## config.mk

```make
export PLATFORM = sky130hd
export DESIGN_NAME = ttcr_front
export DESIGN_NICKNAME = d
export VERILOG_FILES = /design/src/ttcr_pkg.sv /design/src/ttcr_front.sv
export SDC_FILE = /design/constraint.sdc
export NUM_CORES = 1
export LEC_CHECK = 0
export ABC_CLOCK_PERIOD_IN_PS = 3700
export BUFFER_PORTS_ARGS = -buffer_cell sky130_fd_sc_hd__buf_2
export CAP_MARGIN = 20
export CORE_MARGIN = 1.5
export CORE_UTILIZATION = 40
export DETAILED_ROUTE_END_ITERATION = 16
export MAX_ROUTING_LAYER = met4
export PLACE_DENSITY = 0.77
export SETUP_SLACK_MARGIN = 0.4
export SLEW_MARGIN = 15
export SYNTH_ARGS = -nofsm -noshare
export SYNTH_HDL_FRONTEND = slang
export SYNTH_SLANG_ARGS = --single-unit
export TNS_END_PERCENT = 1
```

## constraint.sdc

```tcl
create_clock -name clk -period 3.7 [get_ports clk]
set_input_delay 0.185 -clock clk [delete_from_list [all_inputs] [get_ports clk]]
set_output_delay 0.185 -clock clk [all_outputs]
set_load 0.03 [all_outputs]
```

## src/ttcr_pkg.sv

```systemverilog
`default_nettype none
// ----------------------------------------------------------------------------
// ttcr_pkg
// Shared types and constants for the tunnel table with commit and rollback.
// ----------------------------------------------------------------------------
package ttcr_pkg;

	localparam int SLOTS  = 1024;
	localparam int SLOT_W = $clog2(SLOTS);
	localparam int KEY_W  = 32;

	localparam logic [KEY_W-1:0] IP_PDUS = 32'hC0A8_0002;
	localparam logic [KEY_W-1:0] IP_DRB  = 32'hC0A8_0001;

	localparam logic [1:0] STAT_OK       = 2'd0;
	localparam logic [1:0] STAT_FAIL     = 2'd1;
	localparam logic [1:0] STAT_NOTFOUND = 2'd2;

	typedef enum logic [2:0] {
		OP_ALLOC    = 3'd0,
		OP_GET      = 3'd1,
		OP_ADD      = 3'd2,
		OP_REMOVE   = 3'd3,
		OP_MODIFY   = 3'd4,
		OP_COMMIT   = 3'd5,
		OP_ROLLBACK = 3'd6,
		OP_BAD      = 3'd7
	} op_t;

	// classified item as it leaves the front part
	typedef struct packed {
		op_t              op;
		logic [KEY_W-1:0] key_ip;
		logic [KEY_W-1:0] key_teid;
		logic             type_ok;
		logic [KEY_W-1:0] alloc_ip;
		logic [SLOT_W-1:0] hslot;
		logic             handle_ok;
	} cmd_t;

	typedef struct packed {
		logic              valid;
		logic [KEY_W-1:0]  ip;
		logic [KEY_W-1:0]  teid;
		logic [SLOT_W-1:0] slot;
	} map_ent_t;

	typedef enum logic [4:0] {
		ST_CLR,
		ST_IDLE,
		ST_START,
		ST_KEY_RD,
		ST_KEY_EV,
		ST_FIND_RD,
		ST_FIND_EV,
		ST_DECIDE,
		ST_OLD_RD,
		ST_OLD_EV,
		ST_SLOT_RD,
		ST_SLOT_EV,
		ST_IDCLR,
		ST_IDMARK_RD,
		ST_IDMARK_EV,
		ST_IDSRCH_RD,
		ST_IDSRCH_EV
	} state_t;

endpackage
`default_nettype wire

```

## src/ttcr_front.sv

```systemverilog
`default_nettype none
// ----------------------------------------------------------------------------
// ttcr_front
// Accepts items, decodes opcode, tunnel type and handle into a command.
// ----------------------------------------------------------------------------
module ttcr_front (
	input  wire logic                     clk,
	input  wire logic                     arst_n,
	input  wire logic                     push,
	output logic                          full,
	input  wire logic [2:0]               opcode,
	input  wire logic [31:0]              key_ip,
	input  wire logic [31:0]              key_teid,
	input  wire logic [1:0]               tun_kind,
	input  wire logic [9:0]               handle_slot,
	input  wire logic                     handle_valid,
	output logic                          cmd_valid,
	output ttcr_pkg::cmd_t                cmd,
	input  wire logic                     cmd_ready
);
	import ttcr_pkg::*;

	logic valid_s1;
	cmd_t cmd_s1;
	cmd_t dec;
	logic accept;

	always_comb begin
		dec.op        = op_t'(opcode);
		dec.key_ip    = key_ip;
		dec.key_teid  = key_teid;
		dec.type_ok   = (tun_kind == 2'd0) || (tun_kind == 2'd1);
		dec.alloc_ip  = (tun_kind == 2'd0) ? IP_PDUS : IP_DRB;
		dec.hslot     = handle_slot;
		dec.handle_ok = handle_valid && (int'(handle_slot) < SLOTS);
	end

	assign full      = valid_s1 && !cmd_ready;
	assign accept    = push && !full;
	assign cmd_valid = valid_s1;
	assign cmd       = cmd_s1;

	always_ff @(posedge clk or negedge arst_n) begin
		if (!arst_n) begin
			valid_s1 <= 1'b0;
		end else if (accept) begin
			valid_s1 <= 1'b1;
		end else if (cmd_ready) begin
			valid_s1 <= 1'b0;
		end
	end

	always_ff @(posedge clk) begin
		if (accept) begin
			cmd_s1 <= dec;
		end
	end

endmodule
`default_nettype wire

```

==> results.json <==
{
  "status": "completed",
  "path_class": "reg -> reg",
  "setup_violations": 0,
  "cts.sink_count": 82,
  "io_pins": 197,
  "critPathSlowestCell": "and2_4",
  "grt_pass1_vias": 1858,
  "antenna_found_initial": 0,
  "tritoncts": "done",
  "powerDensity_mw_per_mm2": 460,
  "htree_levels": 3,
  "critical_path_required_ps": 3680,
  "critPathCaptureType": "flip-flop",
  "worst_slew_pin_slew_ps": 1030,
  "layout.cells.non_filler": 453,
  "synth_top_area_share_pct": 88.9,
  "synth_most_common_cell": "edfxtp_1",
  "path_cells": "nand2b_4, and2_4",
  "port_buffers": 166,
  "grt_overflow_total": 0,
  "crit_path_max_incr_delay_ps": 780,
  "synth_edf_count": 81,
  "netlist_instances": 121,
  "drtIter0Drc": 143,
  "ir_drop_mv": 0.179,
  "fillers": 408,
  "cts_setup_buffers": 0,
  "async_reset_ff_share_pct": 1.22,
  "leakagePower_nw": 1.97,
  "gr-usage-all-layers_pct": 20.6,
  "die-area_mm2": 0.00735,
  "avgSynthCellArea_um2": 22.6,
  "cts_made_buffers": 9,
  "core_mm2": 0.00649,
  "synth_flop_cell": "edfxtp_1",
  "route.detailed.drc": 0,
  "critPathArrivalTime_ps": 1710,
  "fin_setup_tns_ps": 0,
  "first_pass_iters": 4,
  "fmax_ghz": 0.578,
  "min_from": "key_teid[23]",
  "synthTopCellsByCount": "81 x edfxtp_1, 30 x buf_4, 2 x conb_1, 2 x inv_1",
  "start_util_pct": 42.1,
  "worstReg2RegStart": "cmd_valid",
  "slew_headroom_pct": 31.4,
  "grt_setup_unrepaired": "no",
  "fin_crit_ps": 1730,
  "ys_seq_area_share_pct": 89.8,
  "synth.largest_area_cell": "edfxtp_1",
  "grt_max_degree": 82,
  "synth.distinct_cells": 10,
  "total_power_mw": 2.07,
  "drive_above_1_share_pct": 49.2,
  "grt_pass1_wl_um": 10200,
  "wl_per_cell_um": 17.0,
  "clock_skew_ps": 13.0,
  "yosysWarnings": 0,
  "synthTopCellsByArea": "edfxtp_1 89%, buf_4 8.2%, dfrtp_1 0.91%, nand2b_4 0.50%, or2_4 0.32%",
  "final_nets": 455,
  "ant_nets": 0,
  "hold_violations": 0,
  "crit_path_max_fanout": 81,
  "gp_congestion": 0.771,
  "synth-seq-cells": 82,
  "area_delta_synth_final_pct": 64.1,
  "dieWidth_um": 85.7,
  "crit_start": "cmd_valid",
  "placed_cells": 362,
  "clock_path_buffers": 2,
  "whs_ps": 18.4,
  "drv_slew": 0,
  "vias": 1949,
  "via_per_inst": 4.30,
  "die_y_um": 85.7,
  "critPathLaunchType": "flip-flop",
  "diodes": 0,
  "fin_crit_sh_pct": 46.7,
  "min_path_type": "in -> reg",
  "insertion_delay_ps": 360,
  "core.rowCount": 29,
  "cts-root-buf": "clkbuf_8",
  "dp_hpwl_um": 4290,
  "drv_cap": 0,
  "syn-cell-area_mm2": 0.00274,
  "wirelength_um": 7700,
  "path_clk_slew_ps": 80
}
-- state kept, by name, indices dropped and copies added, names as in the netlist --
register	cells
cmd_valid	1
cmd	81
-- power breakdown --
part / total [mW] / internal (mW) / switching [mW]
clock: 0.640 / 0.313 / 0.327
sequential: 1.10 / 1.08 / 0.0156
combinational: 0.328 / 0.117 / 0.211
total: 2.07 / 1.51 / 0.553
-- cell families after synthesis --
family,count (synthesis),share of synthesized area (%)
buffers and inverters,33,8.64
flip-flops,82,89.8
other,2,0.274
AND/OR/NAND/NOR,4,1.28
-- layout make-up --
cell class | count | area [µm²] | share of cell area [%]
Inverter | 3 | 11.3 | 0.251
Tap cell | 77 | 96.3 | 2.15
Multi-Input combinational cell | 34 | 150 | 3.34
Sequential cell | 82 | 2460 | 54.7
Clock inverter | 6 | 66.3 | 1.48
Timing Repair Buffer | 241 | 1580 | 35.2
Clock buffer | 10 | 128 | 2.84
-- critical path: cells and delay by family, from the launching register on --
kind,cells,cell delay [ps]
flip-flops,1,410
AND/OR/NAND/NOR,2,860
-- cell usage in the layout (no fill, tap or decap) --
cell           count
inv_6              1
clkbuf_8           9
dlygate4sd3_1     75
edfxtp_1          81
buf_2            166
dfrtp_1            1
and2_4             1
clkbuf_1           1
inv_2              1
nand2b_4           1
bufinv_16          1
inv_1              2
nand2b_1           1
or2_4              1
conb_1            30
clkinvlp_4         3
clkinv_2           1
-- timing repair --
action,4_1_cts,5_1_grt
resized for setup,0,0
hold buffers,60,15
hold endpoints to repair,60,15
-- stage by stage --
stage	utilization (%)	setup slack [ps]	instance area, µm²
floorplan	-	730	2840
global placement	54.6	2020	3550
detailed placement	54.6	1990	3550
CTS	66.8	1970	4340
global route	69.1	1880	4490
finish	69.1	1970	4490
-- metal layers --
metal  wire, µm  up-vias  global-route usage, %  share of wire, %
li1           -      884                      -                 -
met1       2520      919                   20.1                33
met2       4280      126                   35.9                56
met3        660       20                   5.87               8.6
met4        242        0                   12.8               3.1
met5          0        -                      -                 0
-- worst paths after layout --
check / slack [ps] / to / depth (start not counted)
min reg2reg: 560 / cmd_valid / 2
min: 20 / cmd[67] / 1
min in group asynchronous: 140 / cmd_valid / 2
max reg2reg: 1970 / cmd[9] / 2
max: 1970 / cmd[9] / 2
max in group asynchronous: 3480 / cmd_valid / 2
No activity file was read; power rests on OpenSTA's default activity.
