--- src/ttcr_pkg.sv ---
`default_nettype none
// ----------------------------------------------------------------------------
// ttcr_pkg
// Shared types and constants for the tunnel table with commit and rollback.
// ----------------------------------------------------------------------------
package ttcr_pkg;

	localparam int SLOTS  = 1024;
	localparam int SLOT_W = $clog2(SLOTS);
	localparam int KEY_W  = 32;

	localparam logic [KEY_W-1:0] IP_PDUS = 32'hC0A8_0002;
	localparam logic [KEY_W-1:0] IP_DRB  = 32'hC0A8_0001;

	localparam logic [1:0] STAT_OK       = 2'd0;
	localparam logic [1:0] STAT_FAIL     = 2'd1;
	localparam logic [1:0] STAT_NOTFOUND = 2'd2;

	typedef enum logic [2:0] {
		OP_ALLOC    = 3'd0,
		OP_GET      = 3'd1,
		OP_ADD      = 3'd2,
		OP_REMOVE   = 3'd3,
		OP_MODIFY   = 3'd4,
		OP_COMMIT   = 3'd5,
		OP_ROLLBACK = 3'd6,
		OP_BAD      = 3'd7
	} op_t;

	// classified item as it leaves the front part
	typedef struct packed {
		op_t              op;
		logic [KEY_W-1:0] key_ip;
		logic [KEY_W-1:0] key_teid;
		logic             type_ok;
		logic [KEY_W-1:0] alloc_ip;
		logic [SLOT_W-1:0] hslot;
		logic             handle_ok;
	} cmd_t;

	typedef struct packed {
		logic              valid;
		logic [KEY_W-1:0]  ip;
		logic [KEY_W-1:0]  teid;
		logic [SLOT_W-1:0] slot;
	} map_ent_t;

	typedef enum logic [4:0] {
		ST_CLR,
		ST_IDLE,
		ST_START,
		ST_KEY_RD,
		ST_KEY_EV,
		ST_FIND_RD,
		ST_FIND_EV,
		ST_DECIDE,
		ST_OLD_RD,
		ST_OLD_EV,
		ST_SLOT_RD,
		ST_SLOT_EV,
		ST_IDCLR,
		ST_IDMARK_RD,
		ST_IDMARK_EV,
		ST_IDSRCH_RD,
		ST_IDSRCH_EV
	} state_t;

endpackage
`default_nettype wire

--- src/ttcr_cmdq.sv ---
`default_nettype none
// ----------------------------------------------------------------------------
// ttcr_cmdq
// Two-entry command queue between the front and back parts.
// ----------------------------------------------------------------------------
module ttcr_cmdq (
	input  wire logic           clk,
	input  wire logic           arst_n,
	input  wire logic           wr_en,
	input  ttcr_pkg::cmd_t      wr_data,
	output logic                wr_ready,
	output logic                rd_valid,
	input  wire logic           rd_en,
	output ttcr_pkg::cmd_t      rd_data
);
	import ttcr_pkg::*;

	cmd_t       ent_q [2];
	logic       wptr_q;
	logic       rptr_q;
	logic [1:0] cnt_q;
	logic       do_wr;
	logic       do_rd;

	assign wr_ready = (cnt_q != 2'd2);
	assign rd_valid = (cnt_q != 2'd0);
	assign rd_data  = ent_q[rptr_q];
	assign do_wr    = wr_en && wr_ready;
	assign do_rd    = rd_en && rd_valid;

	always_ff @(posedge clk or negedge arst_n) begin
		if (!arst_n) begin
			wptr_q <= 1'b0;
			rptr_q <= 1'b0;
			cnt_q  <= 2'd0;
		end else begin
			if (do_wr) begin
				wptr_q <= !wptr_q;
			end
			if (do_rd) begin
				rptr_q <= !rptr_q;
			end
			if (do_wr && !do_rd) begin
				cnt_q <= cnt_q + 2'd1;
			end else if (do_rd && !do_wr) begin
				cnt_q <= cnt_q - 2'd1;
			end
		end
	end

	always_ff @(posedge clk) begin
		if (do_wr) begin
			ent_q[wptr_q] <= wr_data;
		end
	end

endmodule
`default_nettype wire

--- config.mk ---
export PLATFORM = sky130hd
export DESIGN_NAME = ttcr_cmdq
export DESIGN_NICKNAME = d
export VERILOG_FILES = /design/src/ttcr_pkg.sv /design/src/ttcr_cmdq.sv
export SDC_FILE = /design/constraint.sdc
export NUM_CORES = 1
export LEC_CHECK = 0
export BUFFER_PORTS_ARGS = -buffer_cell sky130_fd_sc_hd__buf_2
export CAP_MARGIN = 20
export CELL_PAD_IN_SITES_DETAIL_PLACEMENT = 0
export CELL_PAD_IN_SITES_GLOBAL_PLACEMENT = 1
export CORE_MARGIN = 2
export CORE_UTILIZATION = 47
export DETAILED_ROUTE_END_ITERATION = 7
export HOLD_SLACK_MARGIN = 0.08
export PLACE_DENSITY_LB_ADDON = 0.12
export SLEW_MARGIN = 20
export SYNTH_ARGS = -nofsm -noshare
export SYNTH_HDL_FRONTEND = slang
export SYNTH_SLANG_ARGS = --single-unit
--- constraint.sdc ---
create_clock -name clk -period 12.8 [get_ports clk]
set_input_delay 2.56 -clock clk [delete_from_list [all_inputs] [get_ports clk]]
set_output_delay 2.56 -clock clk [all_outputs]
set_load 0.02 [all_outputs]
==> results of run 1 <==
path summary, 6_finish.rpt:
kind / start / end / slack (ns) / cells after the start
min in group asynchronous: arst_n / rptr_q / 1.88 / 1
hold / removal: cnt_q[1] / cnt_q[1] / 0.49 / 1
setup / recovery: rptr_q / rd_data[56] / 7.48 / 3
max in group asynchronous: arst_n / rptr_q / 10.79 / 1
hold reg to reg: cnt_q[1] / cnt_q[1] / 0.49 / 1
setup reg to reg: cnt_q[0] / ent_q[1][0] / 10.31 / 3
sequential cells by signal, indices dropped and copies added, names as in the netlist:
signal / flops
ent_q: 222
cnt_q: 2
wptr_q: 1
rptr_q: 1
routing by layer:
metal | part of all wire, % | vias up
li1 | - | 1933
met2 | 51 | 161
met1 | 38 | 2031
met4 | 1.5 | 4
met5 | 0.18 | -
met3 | 8.9 | 22
cells by family (layout without fill, tap and decap cells):
group | count (synthesis) | in the layout
xor+xnor | 5 | 5
fa+ha+maj | 1 | 1
buf+inv | 13 | 271
flops | 226 | 226
mux | 111 | 111
simple gates | 7 | 7
worst max-delay path: stages, from the launching register on:
cell     delay (ns)
dfrtp_4        0.89
buf_4          0.74
mux2_2         0.42
buf_2          0.16
cell usage in the layout, fill, tap and decap left out:
master     netlist  routed
clkinv_2         0       2
nor2_4           0       1
nand2_1          2       2
xnor2_1          3       3
dfrtp_1          4       3
and3_4           0       1
xor2_1           2       2
buf_4            1       4
clkbuf_16        0      23
ha_1             1       1
clkinv_1         0       6
edfxtp_1       222     222
inv_1            1       1
buf_2            3     227
nor2_1           2       1
nand2b_1         1       1
clkbuf_1         0       6
mux2_2         111     111
or2_2            1       1
clkinv_4         0       1
dfrtp_4          0       1
bufinv_16        0       1
layout make-up:
| class | count | area, um^2 |
|---|---|---|
| clock buffer | 29 | 598 |
| clock inverter | 10 | 71.3 |
| timing repair buffer | 231 | 1170 |
| sequential | 226 | 6770 |
| multi-input combinational | 124 | 1350 |
| fill | 1340 | 6930 |
| tap | 225 | 282 |
| inverter | 1 | 3.75 |
power groups by stage:
stage	Clock [mW]	Combinational (mW)	Sequential, mW
after detailed placement	0	0.775	1.10
after global routing	0.637	0.818	1.10
after CTS	0.608	0.780	1.09
after floorplan	0	0.582	1.08
after global placement	0	0.770	1.10
final	0.589	0.764	1.08
==> impl_metrics.toml, run 1 <==
[timing]
finalClockSkew_ns = 0.0116
finalWorstPathRequiredPeriod_ns = 5.32
worst_slack_ns = 7.48
hold_violations = 0
max_freq_mhz = 188
worstMarginPinSlew_ns = 0.871
setup_viol = 0
fin_tns_setup_ns = 0
hold_ws_ns = 0.492
slew_headroom_pct = 41.9
rsz0062_at_grt = "false"
period_share_pct = 41.6
slew_violations = 0

[synth]
synth.most_common_cell = "edfxtp_1"
synthAdderAreaFrac_pct = 0.152
syn_area_mm2 = 0.00822
yosysWarnings = 0
synth_cell_types = 15
synth_top_family_by_area = "multiplexers"
avgSynthCellArea_um2 = 22.7
synth-seq-cells = 226
synth_top_cell_by_area = "edfxtp_1"
synth-simple-area-share_pct = 0.411
synthTopCellsByCount = "edfxtp_1 (222), mux2_2 (111), buf_6 (8)"
synth-compound-area-share_pct = 0
yosys.area.top_type_share_pct = 81.1
synthXorXnorAreaFrac_pct = 0.533
netlist_instances = 363
synth_edf_count = 222
synth_area_leaders = "edfxtp_1 (81%), mux2_2 (15%), dfrtp_1 (1.2%), buf_6 (1.1%), xnor2_1 (0.32%)"
syn_nets = 479
ys_seq_area_share_pct = 82.3
async_flop_share_pct = 1.77
synth_ff_type = "edfxtp_1"
synthMuxAreaShare_pct = 15.2

[routing]
wl_um = 15300
wire_per_inst_um = 18.1
drtPass1Iterations = 4
drcViolationCount = 0
drt_iter0_drc = 185
num_vias = 4151
viasPerCell = 4.91
ant_nets = 0

[clock_network]
postCtsHoldBufs = 0
cts_made_buffers = 23
htreeDepth = 1
cts_tree = "built"
postCtsSetupRepairBufs = 0
cts_resized = 0
cts_buffer_depth = 3
path_clk_slew_ns = 0.05
clock_latency_ns = 0.49
clock-root-buffer = "clkbuf_16"
numClockSinks = 226

[pwr]
power.total_mw = 2.44
seq_power_share_pct = 44.5
internal-power_mw = 1.66
p_per_area_mw_per_mm2 = 238
power_switching_uw = 774
comb_power_share_pct = 31.3
netSwitchingFraction_pct = 31.7
clkPwrFrac_pct = 24.2
ir_worst_vdd_mv = 0.176
power.leakage_nw = 3.83

[global_route]
grt_use_met2_pct = 26.8
grt_pass1_wl_um = 22400
grt_use_met1_pct = 19.7
antenna_found_initial = 2
grt_pass1_vias = 4185
grt_usage_pct = 15.8
met3_usage_pct = 5.03
grt_max_degree = 66
overflow = 0
top_usage_layer = "met2"

[die]
num_rows = 48
core-area_mm2 = 0.0172
fp.dieArea_mm2 = 0.0186
die_h_um = 136
dieWidth_um = 136
start_util_pct = 47.9
io_pins = 228

[critical_path]
cp.required_ns = 10.24
end_kind = "output port"
worstSetupStartpointType = "flop"
arrival_ns = 2.76
cp_max_fo = 61
critical_path_class = "flop to output port"

[finish]
stdcell_count = 846
syn_to_final_growth_pct = 24.6
antenna_cells = 0
drive_gt1_share_pct = 60.1
final_area_mm2 = 0.0102
layout.nets = 723
fin_util_pct = 59.6

[placed_design]
gp_congestion = 0.711
dp_slack_ns = 7.92
dp_hpwl_um = 10100
dp_cells = 807
placed_area_mm2 = 0.00957
io_buffers = 227

[flow_run]
maxCapViolCount = 0

[status]
status = "complete, no violations"

[hold_path]
hold_class = "flop to flop"
Note: power is estimated with default switching activity, not from simulation.
==> inputs of run 2 (changes only) <==
--- a/config.mk
+++ b/config.mk
@@ -10,7 +10,7 @@
 export CELL_PAD_IN_SITES_DETAIL_PLACEMENT = 0
 export CELL_PAD_IN_SITES_GLOBAL_PLACEMENT = 1
 export CORE_MARGIN = 2
-export CORE_UTILIZATION = 47
+export CORE_UTILIZATION = 40
 export DETAILED_ROUTE_END_ITERATION = 7
 export HOLD_SLACK_MARGIN = 0.08
 export PLACE_DENSITY_LB_ADDON = 0.12
==> constraint.sdc (replaced) <==
create_clock -name clk -period 4.59 [get_ports clk]
set_input_delay 0.918 -clock clk [delete_from_list [all_inputs] [get_ports clk]]
set_output_delay 0.918 -clock clk [all_outputs]
set_load 0.02 [all_outputs]
==> impl_metrics.toml, run 2 (same netlist as run 1, synthesis figures left out) <==
[status]
status = "complete, no violations"

[critical_path]
arrival_ns = 2.45
r2r_cells = 3
crit-reg2reg-launch = "cnt_q[0]"
end_kind = "output port"
cp_max_fo = 58
cp.required_ns = 3.67
critical_path_class = "flop to output port"
r2r_slack_ns = 2.50
r2r-end = "ent_q[1][98]"
worstSetupStartpointType = "flop"

[placed_design]
io_buffers = 227
gp_congestion = 0.716
dp_cells = 853
placed_area_mm2 = 0.00966
dp_hpwl_um = 10300

[clock_network]
htreeDepth = 1
path_clk_slew_ns = 0.06
postCtsHoldBufs = 0
clock-root-buffer = "clkbuf_16"
cts_made_buffers = 24
cts_buffer_depth = 3
postCtsSetupRepairBufs = 0
cts_tree = "built"
clock_latency_ns = 0.50
numClockSinks = 226
cts_resized = 0

[pwr]
power.leakage_nw = 3.85
p_per_area_mw_per_mm2 = 666
clkPwrFrac_pct = 24.8
power_switching_mw = 2.22
power.total_mw = 6.90
ir_worst_vdd_mv = 0.343
internal-power_mw = 4.68
comb_power_share_pct = 31.4
seq_power_share_pct = 43.8
netSwitchingFraction_pct = 32.2

[timing]
rsz0062_at_grt = "false"
period_share_pct = 73.4
slew_violations = 0
finalWorstPathRequiredPeriod_ns = 3.37
hold_violations = 0
fin_tns_setup_ns = 0
worstMarginPinSlew_ns = 0.922
setup_viol = 0
finalClockSkew_ns = 0.00857
max_freq_mhz = 297
slew_headroom_pct = 38.5

[die]
num_rows = 52
start_util_pct = 40.6
core-area_mm2 = 0.0202
fp.dieArea_mm2 = 0.0217
die_h_um = 147
io_pins = 228
dieWidth_um = 147

[finish]
regMostFlops = "ent_q"
layout_common_cells = "buf_2 (227), edfxtp_1 (222), mux2_2 (111)"
syn_to_final_growth_pct = 26.0
drive_gt1_share_pct = 59.8
n_fill_cell = 1694
stdcell_count = 897
final_area_mm2 = 0.0104
largest_reg_flops = 222
reg_top3 = "ent_q: 222 flops, cnt_q: 2 flops"
fin_util_pct = 51.2
final_common_cell = "buf_2"
layout.nets = 725

[routing]
drt_iter0_drc = 196
ant_nets = 0
viasPerCell = 4.68
wire_per_inst_um = 17.7
drcViolationCount = 0
num_vias = 4197
wl_um = 15900
drtPass1Iterations = 4

[global_route]
antenna_found_initial = 3
grt_pass1_vias = 4379
overflow = 0
grt_usage_pct = 14.3
grt_max_degree = 63
grt_pass1_wl_um = 24200

[flow_run]
maxCapViolCount = 0

[hold_path]
hold_class = "input port to asynchronous set/reset pin"
-- run 2: worst max path at each step --
stage | start | to | slack [ns]
after CTS | rptr_q | rd_data[36] | 1.14
after floorplan | wr_en | ent_q[0][0] | 0.25
after global routing | rptr_q | rd_data[36] | 1.06
final | rptr_q | rd_data[36] | 1.22
after detailed placement | rptr_q | rd_data[61] | 1.69
after global placement | rptr_q | rd_data[61] | 1.69
-- run 2: metrics by stage --
step | hold slack [ns] | worst slack, ns
after global routing | 0.195 | 1.06
after detailed placement | 0.488 | 1.69
after floorplan | 0.456 | 0.247
final | 0.213 | 1.22
after global placement | 0.474 | 1.69
after CTS | 0.190 | 1.14
-- run 2: worst max-delay path, stage by stage (launching register included) --
cell	delay, ns
dfrtp_4	0.97
buf_12	0.37
mux2_2	0.40
buf_2	0.16
-- run 2: layer usage --
metal | track usage, % | routed length, um | share of wire [%]
met1 | 18.6 | 6590 | 41
met2 | 23.3 | 7720 | 49
met3 | 4.72 | 1310 | 8.3
met4 | 3.94 | 260 | 1.6
met5 | 0 | 13 | 0.082
-- run 2: final cells by class --
cell class	instances	area, um^2	area share (%)
clock buffer	35	663	6.40
timing repair buffer	232	1200	11.6
multi-input combinational	124	1350	13.1
inverter	1	3.75	0.0362
tap	270	338	3.26
sequential	226	6770	65.4
clock inverter	7	28.8	0.278
antenna	2	5.00	0.0483
-- run 2: power groups by stage --
stage / sequential [mW] / combinational, mW / clock, mW
after floorplan: 2.98 / 1.62 / 0
after global placement: 3.06 / 2.20 / 0
after detailed placement: 3.08 / 2.20 / 0
after CTS: 3.04 / 2.22 / 1.77
after global routing: 3.09 / 2.32 / 1.85
final: 3.02 / 2.17 / 1.71
==> inputs of run 3 (changes only) <==
--- a/config.mk
+++ b/config.mk
@@ -5,12 +5,13 @@
 export SDC_FILE = /design/constraint.sdc
 export NUM_CORES = 1
 export LEC_CHECK = 0
+export ABC_AREA = 1
 export BUFFER_PORTS_ARGS = -buffer_cell sky130_fd_sc_hd__buf_2
 export CAP_MARGIN = 20
 export CELL_PAD_IN_SITES_DETAIL_PLACEMENT = 0
 export CELL_PAD_IN_SITES_GLOBAL_PLACEMENT = 1
 export CORE_MARGIN = 2
-export CORE_UTILIZATION = 40
+export CORE_UTILIZATION = 41
 export DETAILED_ROUTE_END_ITERATION = 7
 export HOLD_SLACK_MARGIN = 0.08
 export PLACE_DENSITY_LB_ADDON = 0.12
==> constraint.sdc (replaced) <==
create_clock -name clk -period 3.2 [get_ports clk]
set_input_delay 0.64 -clock clk [delete_from_list [all_inputs] [get_ports clk]]
set_output_delay 0.64 -clock clk [all_outputs]
set_load 0.02 [all_outputs]
==> impl_metrics.toml, run 3 <==
[status]
status = "complete, no violations"

[timing]
rsz0062_at_grt = "false"
slew_headroom_pct = 56.1
slew_violations = 0
period_share_pct = 86.7
finalWorstPathRequiredPeriod_ns = 2.78
setup_viol = 0
hold_violations = 0
worstMarginPinSlew_ns = 0.658
max_freq_mhz = 360
finalClockSkew_ns = 0.00927

[critical_path]
cp.required_ns = 2.56
r2r-end = "ent_q[0][3]"
arrival_ns = 2.14
r2r_cells = 5
crit_chain = "inv_4 -> buf_4 -> nand2_1 -> nand2_1 -> buf_2"
end_kind = "output port"
critPathLaunch = "rptr_q"
cp_max_fo = 53
crit-reg2reg-launch = "cnt_q[0]"
cp_common_cell = "nand2_1"
critPathCapture = "rd_data[4]"
worstSetupStartpointType = "flop"
critical_path_class = "flop to output port"
critPathMaxStageDelay_ns = 0.50
cp_slowest_cell = "dfrtp_4"
r2r_slack_ns = 1.37

[finish]
syn_to_final_growth_pct = 25.5
stdcell_count = 1134
fin_util_pct = 52.0
layout.nets = 963
regMostFlops = "ent_q"
final_common_cell = "nand2_1"
reg_top3 = "ent_q: 222 flops, cnt_q: 2 flops"
layout_common_cells = "nand2_1 (343), buf_2 (227), edfxtp_1 (222)"
largest_reg_flops = 222
drive_gt1_share_pct = 31.4
final_area_mm2 = 0.0105

[hold_path]
hold_class = "input port to flop"

[clock_network]
clock-root-buffer = "clkbuf_16"
cts_buffer_depth = 3
cts_tree = "built"
htreeDepth = 1
cts_made_buffers = 25
path_clk_slew_ns = 0.06
numClockSinks = 226
clock_latency_ns = 0.51
postCtsSetupRepairBufs = 0

[die]
io_pins = 228
fp.dieArea_mm2 = 0.0215
num_rows = 52
core-area_mm2 = 0.0201
die_h_um = 147
start_util_pct = 41.4
dieWidth_um = 147

[synth]
synth_top_cell_by_area = "edfxtp_1"
yosys.area.top_type_share_pct = 80.0
avgSynthCellArea_um2 = 13.7
ys_seq_area_share_pct = 81.2
yosysWarnings = 0
synth.most_common_cell = "nand2_1"
async_flop_share_pct = 1.77
synth_cell_types = 14
synthTopCellsByCount = "nand2_1 (343), edfxtp_1 (222), buf_2 (13)"
synth_area_leaders = "edfxtp_1 (80%), nand2_1 (15%), buf_6 (1.4%), dfrtp_1 (1.2%), buf_2 (0.78%)"
synth-seq-cells = 226
synth_edf_count = 222
synth_ff_type = "edfxtp_1"
netlist_instances = 609
syn_nets = 725
syn_area_mm2 = 0.00833

[placed_design]
dp_cells = 1089
dp_hpwl_um = 11100
placed_area_mm2 = 0.00974
io_buffers = 227
gp_congestion = 0.758

[global_route]
grt_pass1_wl_um = 27800
antenna_found_initial = 3
grt_max_degree = 113
overflow = 0
grt_usage_pct = 16.3
grt_pass1_vias = 5272

[routing]
wl_um = 17900
wire_per_inst_um = 15.8
viasPerCell = 4.54
ant_nets = 0
drtPass1Iterations = 4
num_vias = 5150
drt_iter0_drc = 270
drcViolationCount = 0

[pwr]
power.leakage_nw = 4.50
p_per_area_mw_per_mm2 = 988
ir_worst_vdd_mv = 0.548

[flow_run]
maxCapViolCount = 0
==> run 3: cell count changes in the layout (fill, tap and decap cells not counted), sizes merged, moves of 2 or more <==
cell    change
clkbuf      -7
buf         +3
nand3       +2
inv         +6
nand2     +341
clkinv      +7
xnor2       -2
mux2      -111
==> run 3: logic make-up after synthesis <==
family	after synthesis	synth area share, %
DFF	226	81.2
xor gates and xnor gates	2	0.210
and+or+nand+nor	348	15.7
adders and majority gates	1	0.150
buffers and inverters	32	2.66
==> run 3: worst min path at each step <==
stage,from,endpoint,slack (ns),depth (start not counted)
finish,wr_data[106],ent_q[0][106],0.32,1
detailed placement,arst_n,rptr_q,0.46,1
CTS,wr_data[110],ent_q[0][110],0.29,1
global placement,arst_n,rptr_q,0.45,1
floorplan,arst_n,cnt_q[0],0.34,0
global route,wr_data[43],ent_q[1][43],0.30,1
==> run 3: area by class of cell <==
| cell class | instances | area (um^2) |
|---|---|---|
| multi-input cells | 351 | 1360 |
| clock buffers | 28 | 637 |
| well taps | 270 | 338 |
| diodes | 2 | 5.00 |
| inverters | 7 | 28.8 |
| repair buffers | 236 | 1260 |
| clock inverters | 14 | 61.3 |
| flip-flops and latches | 226 | 6770 |
| fillers | 1783 | 9650 |
==> run 3: what timing repair did <==
action                                 4_1_cts  5_1_grt
hold buffers                                 1        0
gates resized for setup                      0        0
endpoints found under the hold margin        4        0
==> run 3: critical path: cells and delay by family, from the launching register on <==
family	cells	cell delay (ns)
AND/OR/NAND/NOR	2	0.16
flip-flops	1	0.50
buffers and inverters	3	0.96
==> run 3: per-layer routing <==
metal | vias to the layer above | GRT usage [%] | wire (um)
met1 | 2401 | 20.8 | 7460
li1 | 2532 | - | -
met3 | 43 | 4.97 | 1320
met2 | 172 | 27.1 | 8570
met4 | 2 | 5.19 | 518
met5 | - | 0 | 12
==> run 3: where the power goes <==
part	switching, mW	internal (mW)
Clock	1.07	1.41
Sequential	0.164	4.05
Combinational	2.62	1.01
Total	3.85	6.47
==> run 3: stage by stage <==
stage / hold WS (ns) / TNS, ns / power (mW) / setup WS, ns
floorplan: 0.344 / -201.94 / 6.76 / -0.910
global placement: 0.450 / 0 / 7.93 / 0.961
detailed placement: 0.455 / 0 / 7.98 / 0.932
CTS: 0.294 / 0 / 10.5 / 0.376
global route: 0.299 / 0 / 10.9 / 0.285
finish: 0.318 / 0 / 10.3 / 0.424
